**src/rtl/mmns_pkg.sv**
```systemverilog
// Package with shared types, constants and table functions of the note sequencer.
`timescale 1ns / 1ps
package mmns_pkg;

  // Parse modes of the command parser.
  localparam logic [3:0] MODE_IDLE    = 4'd0;
  localparam logic [3:0] MODE_NUM_T   = 4'd1;
  localparam logic [3:0] MODE_NUM_L   = 4'd2;
  localparam logic [3:0] MODE_NUM_N   = 4'd3;
  localparam logic [3:0] MODE_LEN_OPT = 4'd4;
  localparam logic [3:0] MODE_ACC     = 4'd5;
  localparam logic [3:0] MODE_OCT     = 4'd6;
  localparam logic [3:0] MODE_SKIP    = 4'd7;
  localparam logic [3:0] MODE_DONE    = 4'd8;

  // Character codes.
  localparam logic [7:0] CH_T     = 8'h54;
  localparam logic [7:0] CH_L     = 8'h4C;
  localparam logic [7:0] CH_O     = 8'h4F;
  localparam logic [7:0] CH_M     = 8'h4D;
  localparam logic [7:0] CH_P     = 8'h50;
  localparam logic [7:0] CH_A     = 8'h41;
  localparam logic [7:0] CH_G     = 8'h47;
  localparam logic [7:0] CH_LT    = 8'h3C;
  localparam logic [7:0] CH_GT    = 8'h3E;
  localparam logic [7:0] CH_DOT   = 8'h2E;
  localparam logic [7:0] CH_HASH  = 8'h23;
  localparam logic [7:0] CH_PLUS  = 8'h2B;
  localparam logic [7:0] CH_MINUS = 8'h2D;
  localparam logic [7:0] CH_0     = 8'h30;
  localparam logic [7:0] CH_7     = 8'h37;
  localparam logic [7:0] CH_9     = 8'h39;
  localparam logic [7:0] CH_END   = 8'h0E;

  // Field widths.
  localparam int FREQ_W = 12;
  localparam int DUR_W  = 20;
  localparam int LEN_W  = 24;
  localparam int MULK_W = 18;
  localparam int PROD_W = MULK_W + LEN_W;
  localparam int ACC_W  = 16;

  localparam logic [MULK_W-1:0] MS_PER_BEAT_K = 18'd240000;
  localparam logic [7:0]        TEMPO_DEF     = 8'd120;
  localparam logic [2:0]        OCT_DEF       = 3'd4;
  localparam logic [2:0]        OCT_SOUND_MAX = 3'd6;

  // Semitone of each letter, A first.
  function automatic logic [3:0] letter_semi(input logic [2:0] l);
    logic [3:0] s;
    case (l)
      3'd0: s = 4'd9;
      3'd1: s = 4'd11;
      3'd2: s = 4'd0;
      3'd3: s = 4'd2;
      3'd4: s = 4'd4;
      3'd5: s = 4'd5;
      3'd6: s = 4'd7;
      default: s = 4'd9;
    endcase
    return s;
  endfunction

  // Letters that accept a sharp (not B, not E) or a flat (not C, not F).
  function automatic logic sharp_ok(input logic [2:0] l);
    return (l != 3'd1) && (l != 3'd4);
  endfunction

  function automatic logic flat_ok(input logic [2:0] l);
    return (l != 3'd2) && (l != 3'd5);
  endfunction

  // Equal-tempered pitch table, octave by semitone.
  localparam logic [FREQ_W-1:0] PITCH_TAB [0:6][0:11] = '{
    '{12'd33, 12'd35, 12'd37, 12'd39, 12'd41, 12'd44,
      12'd46, 12'd49, 12'd52, 12'd55, 12'd58, 12'd62},
    '{12'd66, 12'd69, 12'd73, 12'd78, 12'd82, 12'd87,
      12'd93, 12'd98, 12'd104, 12'd110, 12'd117, 12'd123},
    '{12'd131, 12'd139, 12'd147, 12'd156, 12'd165, 12'd175,
      12'd185, 12'd196, 12'd208, 12'd220, 12'd233, 12'd247},
    '{12'd262, 12'd277, 12'd294, 12'd311, 12'd330, 12'd349,
      12'd370, 12'd392, 12'd415, 12'd440, 12'd466, 12'd494},
    '{12'd523, 12'd554, 12'd587, 12'd622, 12'd659, 12'd698,
      12'd740, 12'd784, 12'd831, 12'd880, 12'd932, 12'd988},
    '{12'd1046, 12'd1108, 12'd1175, 12'd1245, 12'd1319, 12'd1397,
      12'd1480, 12'd1568, 12'd1661, 12'd1760, 12'd1865, 12'd1976},
    '{12'd2093, 12'd2217, 12'd2349, 12'd2489, 12'd2637, 12'd2794,
      12'd2960, 12'd3136, 12'd3322, 12'd3520, 12'd3729, 12'd3951}
  };

  // Pitch lookup; the semitone may run up to one octave above the letter.
  function automatic logic [FREQ_W-1:0] pitch_of(input logic [2:0] oct,
                                                 input logic [4:0] semi);
    logic [2:0] o;
    logic [4:0] s;
    o = (oct > OCT_SOUND_MAX) ? OCT_SOUND_MAX : oct;
    s = (semi >= 5'd12) ? semi - 5'd12 : semi;
    return PITCH_TAB[o][s[3:0]];
  endfunction

  // Handshake between the sequencer and the divider.
  typedef struct packed {
    logic start;
  } div_ctl_t;

  typedef struct packed {
    logic busy;
    logic done;
  } div_sts_t;

endpackage

```
**src/rtl/mmns_if.sv**
```systemverilog
// Stream interfaces for the character input and the tone result channels.
`timescale 1ns / 1ps
interface mmns_in_if;
  logic       valid;
  logic       ready;
  logic [7:0] char_code;
  logic       end_of_string;

  modport source (output valid, output char_code, output end_of_string, input ready);
  modport sink   (input valid, input char_code, input end_of_string, output ready);
endinterface

interface mmns_out_if;
  logic        valid;
  logic        ready;
  logic [11:0] tone_freq;
  logic [19:0] duration_ms;
  logic        last_of_run;

  modport source (output valid, output tone_freq, output duration_ms,
                  output last_of_run, input ready);
  modport sink   (input valid, input tone_freq, input duration_ms,
                  input last_of_run, output ready);
endinterface

```
**src/rtl/mmns_div.sv**
```systemverilog
// Radix-2 restoring divider shared by the length reciprocal and the note duration.
`timescale 1ns / 1ps
module mmns_div #(
  parameter int DW = 42,
  parameter int VW = 16
) (
  input  logic                  clk,
  input  logic                  rst_n,
  input  mmns_pkg::div_ctl_t    ctl,
  input  logic [DW-1:0]         dividend,
  input  logic [VW-1:0]         divisor,
  output mmns_pkg::div_sts_t    sts,
  output logic [DW-1:0]         quotient
);
  import mmns_pkg::*;

  localparam int CW = $clog2(DW + 1);

  logic [DW-1:0] dq_r;
  logic [VW-1:0] rem_r;
  logic [VW-1:0] dvs_r;
  logic [CW-1:0] cnt_r;
  logic          busy_r;
  logic          done_r;
  logic [VW:0]   trial;
  logic [VW:0]   diff;
  logic          fits;

  // One quotient bit per cycle.
  assign trial = {rem_r, dq_r[DW-1]};
  assign diff  = trial - {1'b0, dvs_r};
  assign fits  = (trial >= {1'b0, dvs_r});

  always_ff @(posedge clk) begin
    if (!rst_n) begin
      busy_r <= 1'b0;
      done_r <= 1'b0;
      cnt_r  <= '0;
    end else begin
      done_r <= 1'b0;
      if (ctl.start) begin
        busy_r <= 1'b1;
        cnt_r  <= CW'(DW);
        dq_r   <= dividend;
        dvs_r  <= divisor;
        rem_r  <= '0;
      end else if (busy_r) begin
        rem_r <= fits ? diff[VW-1:0] : trial[VW-1:0];
        dq_r  <= {dq_r[DW-2:0], fits};
        cnt_r <= cnt_r - 1'b1;
        if (cnt_r == CW'(1)) begin
          busy_r <= 1'b0;
          done_r <= 1'b1;
        end
      end
    end
  end

  assign sts.busy = busy_r;
  assign sts.done = done_r;
  assign quotient = dq_r;

endmodule

```
**src/rtl/music_macro_note_sequencer_core.sv**
```systemverilog
// Top level of the music macro note sequencer: parser, sequencer and result register.
`timescale 1ns / 1ps
// The block reads a music string one character per input transaction and
// produces tone results (frequency in Hz, hold time in ms). A character that
// ends a pending note or rest runs the shared 42-step serial divider that
// turns tempo and length into milliseconds; a length number (L or a note
// length) adds another divider pass for the reciprocal. The input is not
// ready while a character is being worked on, and each result waits for the
// output register to be free. Clearing register sound_enable at address 0
// forces tone frequencies to zero.
module music_macro_note_sequencer_core #(
  parameter int NUM_OCTAVES      = 7,
  parameter int LENGTH_FRAC_BITS = 16
) (
  input  logic        clk,
  input  logic        rst_n,
  mmns_in_if.sink     in_ch,
  mmns_out_if.source  out_ch,
  input  logic        cfg_psel,
  input  logic        cfg_penable,
  input  logic        cfg_pwrite,
  input  logic [1:0]  cfg_paddr,
  input  logic [31:0] cfg_pwdata,
  output logic [31:0] cfg_prdata,
  output logic        cfg_pready
);
  import mmns_pkg::*;

  localparam int                DW      = PROD_W;
  localparam int                VW      = ACC_W;
  localparam logic [2:0]        OCT_MAX = 3'(NUM_OCTAVES - 1);
  localparam logic [2:0]        OCT_RST = (OCT_DEF > OCT_MAX) ? OCT_MAX : OCT_DEF;
  localparam logic [LEN_W-1:0]  LEN_ONE = LEN_W'(1) << LENGTH_FRAC_BITS;

  // Sequencer states.
  localparam logic [3:0] S_IDLE   = 4'd0;
  localparam logic [3:0] S_PARSE  = 4'd1;
  localparam logic [3:0] S_RECIP  = 4'd2;
  localparam logic [3:0] S_FCHK   = 4'd3;
  localparam logic [3:0] S_MUL    = 4'd4;
  localparam logic [3:0] S_DSTART = 4'd5;
  localparam logic [3:0] S_DWAIT  = 4'd6;
  localparam logic [3:0] S_TONE   = 4'd7;
  localparam logic [3:0] S_SIL    = 4'd8;
  localparam logic [3:0] S_TERM   = 4'd9;
  localparam logic [3:0] S_POST   = 4'd10;

  logic [3:0]        st_r;
  logic [3:0]        mode_r;
  logic [ACC_W-1:0]  accum_r;
  logic [7:0]        tempo_r;
  logic [LEN_W-1:0]  base_len_r;
  logic [LEN_W-1:0]  note_len_r;
  logic [2:0]        oct_r;
  logic [FREQ_W-1:0] pend_freq_r;
  logic              have_pend_r;
  logic [2:0]        letter_r;
  logic [7:0]        ch_r;
  logic              eos_r;
  logic              eos_phase_r;
  logic              flushed_r;
  logic              sound_en_r;
  logic [PROD_W-1:0] prod_r;
  logic [DW-1:0]     d_r;
  logic              div_start_r;
  logic [DW-1:0]     div_a_r;
  logic [VW-1:0]     div_b_r;
  logic              out_valid_r;
  logic [FREQ_W-1:0] out_freq_r;
  logic [DUR_W-1:0]  out_dur_r;
  logic              out_last_r;

  div_ctl_t          div_ctl;
  div_sts_t          div_sts;
  logic [DW-1:0]     div_q;

  // Character classes and derived values.
  logic              is_dig;
  logic [3:0]        dig_val;
  logic              is_letter;
  logic [2:0]        ch_letter;
  logic [ACC_W+3:0]  acc_sum;
  logic [ACC_W-1:0]  acc_sat;
  logic [7:0]        tempo_sat;
  logic [LEN_W:0]    dot_sum;
  logic [LEN_W-1:0]  dot_sat;
  logic [4:0]        semi_cur;
  logic [2:0]        oct_digit;
  logic [7:0]        tempo_eff;
  logic [DW+2:0]     d_times7;
  logic [DW-1:0]     d_tone;
  logic [DW-1:0]     d_sil;
  logic [DUR_W-1:0]  dur_tone;
  logic [DUR_W-1:0]  dur_sil;
  logic              out_free;
  logic              cfg_wr;

  assign is_dig    = (ch_r >= CH_0) && (ch_r <= CH_9);
  assign dig_val   = is_dig ? 4'(ch_r - CH_0) : 4'd0;
  assign is_letter = (ch_r >= CH_A) && (ch_r <= CH_G);
  assign ch_letter = 3'(ch_r - CH_A);
  assign acc_sum   = ({4'd0, accum_r} << 3) + ({4'd0, accum_r} << 1) + (ACC_W+4)'(dig_val);
  assign acc_sat   = (|acc_sum[ACC_W+3:ACC_W]) ? '1 : acc_sum[ACC_W-1:0];
  assign tempo_sat = (|accum_r[ACC_W-1:8]) ? 8'hFF : accum_r[7:0];
  assign dot_sum   = {1'b0, note_len_r} + {2'b0, note_len_r[LEN_W-1:1]};
  assign dot_sat   = dot_sum[LEN_W] ? '1 : dot_sum[LEN_W-1:0];
  assign semi_cur  = {1'b0, letter_semi(letter_r)};
  assign oct_digit = ((ch_r >= CH_0) && (ch_r <= CH_7)) ? ch_r[2:0] : OCT_DEF;
  assign tempo_eff = (tempo_r == 8'd0) ? TEMPO_DEF : tempo_r;

  // Tone takes 7/8 and silence 1/8 of the note duration, each saturating.
  assign d_times7  = {d_r, 3'b000} - {3'b000, d_r};
  assign d_tone    = d_times7[DW+2:3];
  assign d_sil     = d_r >> 3;
  assign dur_tone  = (|d_tone[DW-1:DUR_W]) ? '1 : d_tone[DUR_W-1:0];
  assign dur_sil   = (|d_sil[DW-1:DUR_W]) ? '1 : d_sil[DUR_W-1:0];

  assign out_free  = !out_valid_r || out_ch.ready;

  // Configuration port.
  assign cfg_pready = 1'b1;
  assign cfg_wr     = cfg_psel && cfg_penable && cfg_pwrite;
  assign cfg_prdata = (cfg_paddr == 2'd0) ? {31'd0, sound_en_r} : 32'd0;

  always_ff @(posedge clk) begin
    if (!rst_n) begin
      sound_en_r <= 1'b1;
    end else if (cfg_wr) begin
      sound_en_r <= cfg_pwdata[0];
    end
  end

  // Shared divider.
  assign div_ctl.start = div_start_r;

  mmns_div #(
    .DW(DW),
    .VW(VW)
  ) u_div (
    .clk      (clk),
    .rst_n    (rst_n),
    .ctl      (div_ctl),
    .dividend (div_a_r),
    .divisor  (div_b_r),
    .sts      (div_sts),
    .quotient (div_q)
  );

  // Main sequencer.
  always_ff @(posedge clk) begin
    if (!rst_n) begin
      st_r        <= S_IDLE;
      mode_r      <= MODE_IDLE;
      accum_r     <= '0;
      tempo_r     <= TEMPO_DEF;
      base_len_r  <= LEN_ONE;
      note_len_r  <= LEN_ONE;
      oct_r       <= OCT_RST;
      pend_freq_r <= '0;
      have_pend_r <= 1'b0;
      letter_r    <= '0;
      eos_phase_r <= 1'b0;
      flushed_r   <= 1'b0;
      div_start_r <= 1'b0;
      out_valid_r <= 1'b0;
    end else begin
      div_start_r <= 1'b0;
      if (out_valid_r && out_ch.ready) begin
        out_valid_r <= 1'b0;
      end
      case (st_r)
        S_IDLE: begin
          if (in_ch.valid) begin
            ch_r        <= in_ch.char_code;
            eos_r       <= in_ch.end_of_string;
            eos_phase_r <= 1'b0;
            flushed_r   <= 1'b0;
            st_r        <= S_PARSE;
          end
        end

        S_PARSE: begin
          case (mode_r)
            MODE_NUM_T, MODE_NUM_L, MODE_NUM_N: begin
              if (is_dig) begin
                accum_r <= acc_sat;
                st_r    <= S_POST;
              end else if (mode_r == MODE_NUM_T) begin
                tempo_r <= tempo_sat;
                mode_r  <= MODE_IDLE;
              end else if (accum_r == '0) begin
                if (mode_r == MODE_NUM_L) begin
                  base_len_r <= LEN_ONE;
                end
                note_len_r <= LEN_ONE;
                mode_r     <= MODE_IDLE;
              end else begin
                div_a_r     <= DW'(LEN_ONE);
                div_b_r     <= accum_r;
                div_start_r <= 1'b1;
                st_r        <= S_RECIP;
              end
            end
            MODE_LEN_OPT: begin
              if (is_dig) begin
                accum_r <= ACC_W'(dig_val);
                mode_r  <= MODE_NUM_N;
                st_r    <= S_POST;
              end else begin
                mode_r <= MODE_IDLE;
              end
            end
            MODE_ACC: begin
              mode_r <= MODE_LEN_OPT;
              if (((ch_r == CH_HASH) || (ch_r == CH_PLUS)) && sharp_ok(letter_r)) begin
                pend_freq_r <= pitch_of(oct_r, semi_cur + 5'd1);
                st_r        <= S_POST;
              end else if ((ch_r == CH_MINUS) && flat_ok(letter_r)) begin
                pend_freq_r <= pitch_of(oct_r, semi_cur + 5'd11);
                st_r        <= S_POST;
              end
            end
            MODE_OCT: begin
              oct_r  <= (oct_digit > OCT_MAX) ? OCT_MAX : oct_digit;
              mode_r <= MODE_IDLE;
              st_r   <= S_POST;
            end
            MODE_SKIP: begin
              mode_r <= MODE_IDLE;
              st_r   <= S_POST;
            end
            MODE_DONE: begin
              st_r <= S_POST;
            end
            default: begin
              // Command dispatch; notes, rests and the end code first close
              // out the pending note.
              mode_r <= MODE_IDLE;
              if ((is_letter || (ch_r == CH_P) || (ch_r == CH_END)) &&
                  have_pend_r && !flushed_r) begin
                st_r <= S_MUL;
              end else begin
                st_r <= S_POST;
                if (is_letter) begin
                  letter_r    <= ch_letter;
                  pend_freq_r <= pitch_of(oct_r, {1'b0, letter_semi(ch_letter)});
                  have_pend_r <= 1'b1;
                  mode_r      <= MODE_ACC;
                end else begin
                  case (ch_r)
                    CH_T: begin
                      accum_r <= '0;
                      mode_r  <= MODE_NUM_T;
                    end
                    CH_L: begin
                      accum_r <= '0;
                      mode_r  <= MODE_NUM_L;
                    end
                    CH_O: mode_r <= MODE_OCT;
                    CH_M: mode_r <= MODE_SKIP;
                    CH_LT: begin
                      if (oct_r > 3'd0) oct_r <= oct_r - 3'd1;
                    end
                    CH_GT: begin
                      if (oct_r < OCT_MAX) oct_r <= oct_r + 3'd1;
                    end
                    CH_DOT: note_len_r <= dot_sat;
                    CH_P: begin
                      pend_freq_r <= '0;
                      have_pend_r <= 1'b1;
                      mode_r      <= MODE_LEN_OPT;
                    end
                    CH_END: st_r <= S_TERM;
                    default: ;
                  endcase
                end
              end
            end
          endcase
        end

        S_RECIP: begin
          if (div_sts.done) begin
            if (mode_r == MODE_NUM_L) begin
              base_len_r <= div_q[LEN_W-1:0];
            end
            note_len_r <= div_q[LEN_W-1:0];
            mode_r     <= MODE_IDLE;
            st_r       <= eos_phase_r ? S_FCHK : S_PARSE;
          end
        end

        S_FCHK: begin
          st_r <= have_pend_r ? S_MUL : S_TERM;
        end

        S_MUL: begin
          prod_r <= PROD_W'(MS_PER_BEAT_K * note_len_r);
          st_r   <= S_DSTART;
        end

        S_DSTART: begin
          div_a_r     <= prod_r >> LENGTH_FRAC_BITS;
          div_b_r     <= VW'(tempo_eff);
          div_start_r <= 1'b1;
          st_r        <= S_DWAIT;
        end

        S_DWAIT: begin
          if (div_sts.done) begin
            d_r  <= div_q;
            st_r <= S_TONE;
          end
        end

        S_TONE: begin
          if (out_free) begin
            out_valid_r <= 1'b1;
            out_freq_r  <= sound_en_r ? pend_freq_r : '0;
            out_dur_r   <= dur_tone;
            out_last_r  <= 1'b0;
            st_r        <= S_SIL;
          end
        end

        S_SIL: begin
          if (out_free) begin
            out_valid_r <= 1'b1;
            out_freq_r  <= '0;
            out_dur_r   <= dur_sil;
            // A terminating result follows at the end of the string or code 14.
            out_last_r  <= !eos_phase_r && !eos_r && (ch_r != CH_END);
            note_len_r  <= base_len_r;
            if (eos_phase_r) begin
              st_r <= S_TERM;
            end else begin
              flushed_r <= 1'b1;
              st_r      <= S_PARSE;
            end
          end
        end

        S_TERM: begin
          if (out_free) begin
            out_valid_r <= 1'b1;
            out_freq_r  <= '0;
            out_dur_r   <= '0;
            out_last_r  <= 1'b1;
            if (eos_phase_r) begin
              mode_r      <= MODE_IDLE;
              accum_r     <= '0;
              tempo_r     <= TEMPO_DEF;
              base_len_r  <= LEN_ONE;
              note_len_r  <= LEN_ONE;
              oct_r       <= OCT_RST;
              pend_freq_r <= '0;
              have_pend_r <= 1'b0;
              letter_r    <= '0;
              st_r        <= S_IDLE;
            end else begin
              mode_r <= MODE_DONE;
              st_r   <= S_POST;
            end
          end
        end

        S_POST: begin
          if (!eos_r) begin
            st_r <= S_IDLE;
          end else begin
            eos_phase_r <= 1'b1;
            if (mode_r == MODE_DONE) begin
              // String already terminated: only return to start values.
              mode_r      <= MODE_IDLE;
              accum_r     <= '0;
              tempo_r     <= TEMPO_DEF;
              base_len_r  <= LEN_ONE;
              note_len_r  <= LEN_ONE;
              oct_r       <= OCT_RST;
              pend_freq_r <= '0;
              have_pend_r <= 1'b0;
              letter_r    <= '0;
              st_r        <= S_IDLE;
            end else if (mode_r == MODE_NUM_T) begin
              tempo_r <= tempo_sat;
              mode_r  <= MODE_IDLE;
              st_r    <= S_FCHK;
            end else if ((mode_r == MODE_NUM_L) || (mode_r == MODE_NUM_N)) begin
              if (accum_r == '0) begin
                if (mode_r == MODE_NUM_L) begin
                  base_len_r <= LEN_ONE;
                end
                note_len_r <= LEN_ONE;
                mode_r     <= MODE_IDLE;
                st_r       <= S_FCHK;
              end else begin
                div_a_r     <= DW'(LEN_ONE);
                div_b_r     <= accum_r;
                div_start_r <= 1'b1;
                st_r        <= S_RECIP;
              end
            end else begin
              mode_r <= MODE_IDLE;
              st_r   <= S_FCHK;
            end
          end
        end

        default: st_r <= S_IDLE;
      endcase
    end
  end

  assign in_ch.ready        = (st_r == S_IDLE);
  assign out_ch.valid       = out_valid_r;
  assign out_ch.tone_freq   = out_freq_r;
  assign out_ch.duration_ms = out_dur_r;
  assign out_ch.last_of_run = out_last_r;

endmodule

```
**src/flat_wrapper.sv**
```systemverilog
// flat-port wrapper written by rule: the top's interface ports become plain ports
module music_macro_note_sequencer_core_flat import mmns_pkg::*;
#(
  parameter int NUM_OCTAVES      = 7,
  parameter int LENGTH_FRAC_BITS = 16
)
  (clk, rst_n, cfg_psel, cfg_penable, cfg_pwrite, cfg_paddr, cfg_pwdata, cfg_prdata, cfg_pready, in_ch_valid, in_ch_char_code, in_ch_end_of_string, in_ch_ready, out_ch_valid, out_ch_tone_freq, out_ch_duration_ms, out_ch_last_of_run, out_ch_ready);
  mmns_in_if in_ch_i ();
  mmns_out_if out_ch_i ();
  input  logic clk;
  input  logic rst_n;
  input  logic cfg_psel;
  input  logic cfg_penable;
  input  logic cfg_pwrite;
  input  logic [1:0] cfg_paddr;
  input  logic [31:0] cfg_pwdata;
  output logic [31:0] cfg_prdata;
  output logic cfg_pready;
  input wire logic [$bits(in_ch_i.valid)-1:0] in_ch_valid;
  input wire logic [$bits(in_ch_i.char_code)-1:0] in_ch_char_code;
  input wire logic [$bits(in_ch_i.end_of_string)-1:0] in_ch_end_of_string;
  output wire logic [$bits(in_ch_i.ready)-1:0] in_ch_ready;
  output wire logic [$bits(out_ch_i.valid)-1:0] out_ch_valid;
  output wire logic [$bits(out_ch_i.tone_freq)-1:0] out_ch_tone_freq;
  output wire logic [$bits(out_ch_i.duration_ms)-1:0] out_ch_duration_ms;
  output wire logic [$bits(out_ch_i.last_of_run)-1:0] out_ch_last_of_run;
  input wire logic [$bits(out_ch_i.ready)-1:0] out_ch_ready;
  assign in_ch_i.valid = in_ch_valid;
  assign in_ch_i.char_code = in_ch_char_code;
  assign in_ch_i.end_of_string = in_ch_end_of_string;
  assign in_ch_ready = in_ch_i.ready;
  assign out_ch_valid = out_ch_i.valid;
  assign out_ch_tone_freq = out_ch_i.tone_freq;
  assign out_ch_duration_ms = out_ch_i.duration_ms;
  assign out_ch_last_of_run = out_ch_i.last_of_run;
  assign out_ch_i.ready = out_ch_ready;
  music_macro_note_sequencer_core #(.NUM_OCTAVES(NUM_OCTAVES), .LENGTH_FRAC_BITS(LENGTH_FRAC_BITS)) u_core (.clk(clk), .rst_n(rst_n), .in_ch(in_ch_i), .out_ch(out_ch_i), .cfg_psel(cfg_psel), .cfg_penable(cfg_penable), .cfg_pwrite(cfg_pwrite), .cfg_paddr(cfg_paddr), .cfg_pwdata(cfg_pwdata), .cfg_prdata(cfg_prdata), .cfg_pready(cfg_pready));
endmodule
```
**config.mk**
```make
export PLATFORM = sky130hd
export DESIGN_NAME = music_macro_note_sequencer_core_flat
export DESIGN_NICKNAME = d
export VERILOG_FILES = /design/src/rtl/mmns_pkg.sv /design/src/rtl/mmns_if.sv /design/src/rtl/mmns_div.sv /design/src/rtl/music_macro_note_sequencer_core.sv /design/src/flat_wrapper.sv
export SDC_FILE = /design/constraint.sdc
export NUM_CORES = 1
export LEC_CHECK = 0
export ABC_AREA = 1
export BUFFER_PORTS_ARGS = -buffer_cell sky130_fd_sc_hd__clkbuf_2
export CAP_MARGIN = 10
export CORE_MARGIN = 2
export CORE_UTILIZATION = 50
export CTS_CLUSTER_SIZE = 14
export DETAILED_ROUTE_END_ITERATION = 8
export MAX_ROUTING_LAYER = met4
export PLACE_DENSITY = 0.67
export REMOVE_ABC_BUFFERS = 1
export SLEW_MARGIN = 40
export SYNTH_ARGS = -nofsm -noshare
export SYNTH_HDL_FRONTEND = slang
export SYNTH_HIERARCHICAL = 1
export SYNTH_SLANG_ARGS = --single-unit
```
**constraint.sdc**
```tcl
create_clock -name clk -period 10.8 [get_ports clk]
set_input_delay 0.54 -clock clk [delete_from_list [all_inputs] [get_ports clk]]
set_output_delay 0.54 -clock clk [all_outputs]
set_load 0.03 [all_outputs]
```
==> flow_metrics.py <==
metrics = {
    "status": {
        "outcome": "complete, no violations",
    },
    "drt": {
        "wire_per_inst_um": 17.4,
        "ant_nets": 0,
        "via_per_inst": 5.45,
        "drt_iter0_drc": 2778,
        "wirelength_um": 90000,
        "firstDrtPassIters": 8,
        "vias": 28300,
        "drc": 0,
    },
    "sta": {
        "setup_viol": 0,
        "skew_ps": 16.6,
        "hold_viol_final": 0,
        "worst_slew_pin_slew_ps": 911,
        "rsz0062_at_grt": "no",
        "drv_slew": 0,
        "finalCriticalPeriod_ps": 5620,
        "tns_ps": 0,
        "period_share_pct": 52.0,
        "fin_ws_ps": 5180,
        "max_slew_margin_pct": 38.8,
        "max_clock_freq_mhz": 178,
    },
    "logic_synthesis": {
        "syn_area_mm2": 0.0306,
        "syn_area_per_cell_um2": 7.01,
        "yosys_warnings": 6,
        "syn_inst": 4370,
    },
    "min_path": {
        "hp-start": "in_ch_char_code[1]",
        "worstHoldPathCells": 1,
        "worstHoldEndpoint": "u_core/ch_r[1]$_DFFE_PP_",
        "hold_path_class": "in2reg",
    },
    "placed_design": {
        "dp_slack_ps": 5200,
        "gp_congestion": 1.03,
        "dpl.cell_count": 5112,
        "dpl.hpwl_um": 68700,
        "io_buffers": 54,
    },
    "global_route": {
        "globalRouteTotalUtil_pct": 29.4,
        "grt_start_max_net_pins": 65,
        "grt_pass1_vias": 26600,
        "grt_pass1_wl_um": 145000,
        "antenna_found_initial": 0,
        "overflow": 0,
    },
    "clock_network": {
        "cts_htree_levels": 2,
        "cts_buffer_depth": 3,
        "worstSkewPairLatency_ps": 590,
        "ctsResizeCount": 0,
        "cts.clk_slew.worst_paths_ps": 60,
        "tritoncts": "done",
        "cts_setup_buffers": 0,
        "cts_root_buf": "clkbuf_16",
        "cts.sinks": 354,
        "cts_buffers": 39,
        "ctsHoldBuffers": 0,
    },
    "setup_path": {
        "ff2ff_path_depth": 19,
        "cp_cell_sequence": "inv_1, fa_1, inv_1, fa_1, fa_1, inv_1, fa_1, fa_1, inv_1, ha_1, nand2_1, nor4_1, nand3_1, nand3_1, nand2_1, o211ai_1, nand2_1, a31oi_1, xor2_1",
        "critPathLaunchType": "register",
        "crit_path_top_delay_cell": "dfxtp_1",
        "timing.rr.end": "u_core/prod_r[41]$_DFFE_PP_",
        "worstPathMaxFanout": 7,
        "r2r-start": "u_core/note_len_r[9]$_SDFFE_PN0P_",
        "crit_arrival_ps": 5940,
        "required_ps": 11130,
        "cp-end-kind": "register",
        "regToRegSetupSlack_ps": 5180,
        "crit_path_frequent_cell": "fa_1",
        "critical_path_class": "reg2reg",
        "slowest_delay_ps": 600,
    },
    "floorplan": {
        "die_area_mm2": 0.0633,
        "rows": 90,
        "io-pin-count": 118,
        "core_mm2": 0.0605,
        "start_util_pct": 50.7,
        "fp.dieW_um": 252,
        "die_y_um": 252,
    },
    "power_and_ir_drop": {
        "vdd_ir_drop_max_v": 0.000281,
        "power.leakage_uw": 0.0158,
        "power.total_uw": 10500,
        "p_per_area_mw_per_mm2": 320,
    },
    "final_layout": {
        "n_antenna_cell": 0,
        "final_util_pct": 54.2,
        "multi_input_area_mm2": 0.0179,
        "register_area_mm2": 0.00951,
        "fill_cells": 5979,
        "final_cell_mix": "nand2_1, inv_1, nor2_1, nand3_1, a21oi_1",
        "drive_gt1_share_pct": 5.06,
        "nets": 4727,
        "layoutNonFillerInstCount": 5185,
        "final_common_cell": "nand2_1",
        "area_growth_pct": 6.97,
    },
    "run": {
        "max_cap_violations": 0,
    },
}
-- power by group --
group          total [uW]  internal (uW)  switching (uW)
registers            1880           1740             142
clock network        1340            757             585
logic                7250           2310            4940
-- state kept, by name (all words and copies together) (netlist names), 6 cells and up --
name                       count
u_core/out_ch.duration_ms     20
u_core/out_ch.tone_freq       12
u_core/div_b_r                16
u_core/u_div/rem_r            16
u_core/u_div/cnt_r             6
u_core/tempo_r                 8
u_core/d_r                    42
u_core/note_len_r             24
u_core/base_len_r             24
u_core/prod_r                 26
u_core/pend_freq_r            12
u_core/accum_r                16
u_core/ch_r                    8
u_core/u_div/dvs_r            16
u_core/u_div/quotient         42
u_core/div_a_r                42
-- through the flow --
stage / cell area (um^2) / hold slack [ps]
finish: 32800 / 131
global route: 32800 / 120
floorplan: 29900 / 400
CTS: 32800 / 113
detailed placement: 31500 / 407
global placement: 31500 / 402
-- worst max-delay path: cells and delay by family (launching register included) --
kind | cells | cell delay, ps
buffers and inverters | 4 | 370
flip-flops | 1 | 600
adder cells (fa/ha/maj) | 6 | 2940
XOR/XNOR | 1 | 80
AND/OR/NAND/NOR | 6 | 1020
AO/OA/AOI/OAI | 2 | 330
-- worst max-delay path by stage --
stage,cells after the start,startpoint,slack (ps),endpoint
after CTS,19,u_core/note_len_r[9]$_SDFFE_PN0P_,5200,u_core/prod_r[41]$_DFFE_PP_
after floorplan,7,u_core/st_r[0]$_SDFFE_PN0P_,5790,u_core/div_a_r[0]$_DFFE_PP_
final,19,u_core/note_len_r[9]$_SDFFE_PN0P_,5180,u_core/prod_r[41]$_DFFE_PP_
after global routing,19,u_core/note_len_r[9]$_SDFFE_PN0P_,4860,u_core/prod_r[41]$_DFFE_PP_
after detailed placement,19,u_core/note_len_r[9]$_SDFFE_PN0P_,5200,u_core/prod_r[41]$_DFFE_PP_
after global placement,19,u_core/note_len_r[9]$_SDFFE_PN0P_,5250,u_core/prod_r[41]$_DFFE_PP_
-- layer usage --
layer  vias up  track usage, %  wire [um]
met2      1148            44.5      38800
met1     12900            41.6      41700
li1      14100               -          -
met4         0            7.98       2340
met5         -               -          0
met3       180            3.67       7190
-- area by class of cell --
type,count,area share (%)
Clock inverter,21,0.580
Inverter,695,7.97
Tap cell,782,2.99
Timing Repair Buffer,82,1.47
Clock buffer,51,3.28
Sequential cell,354,29.0
Multi-Input combinational cell,3200,54.7
Power figures use the tool's default switching activity.
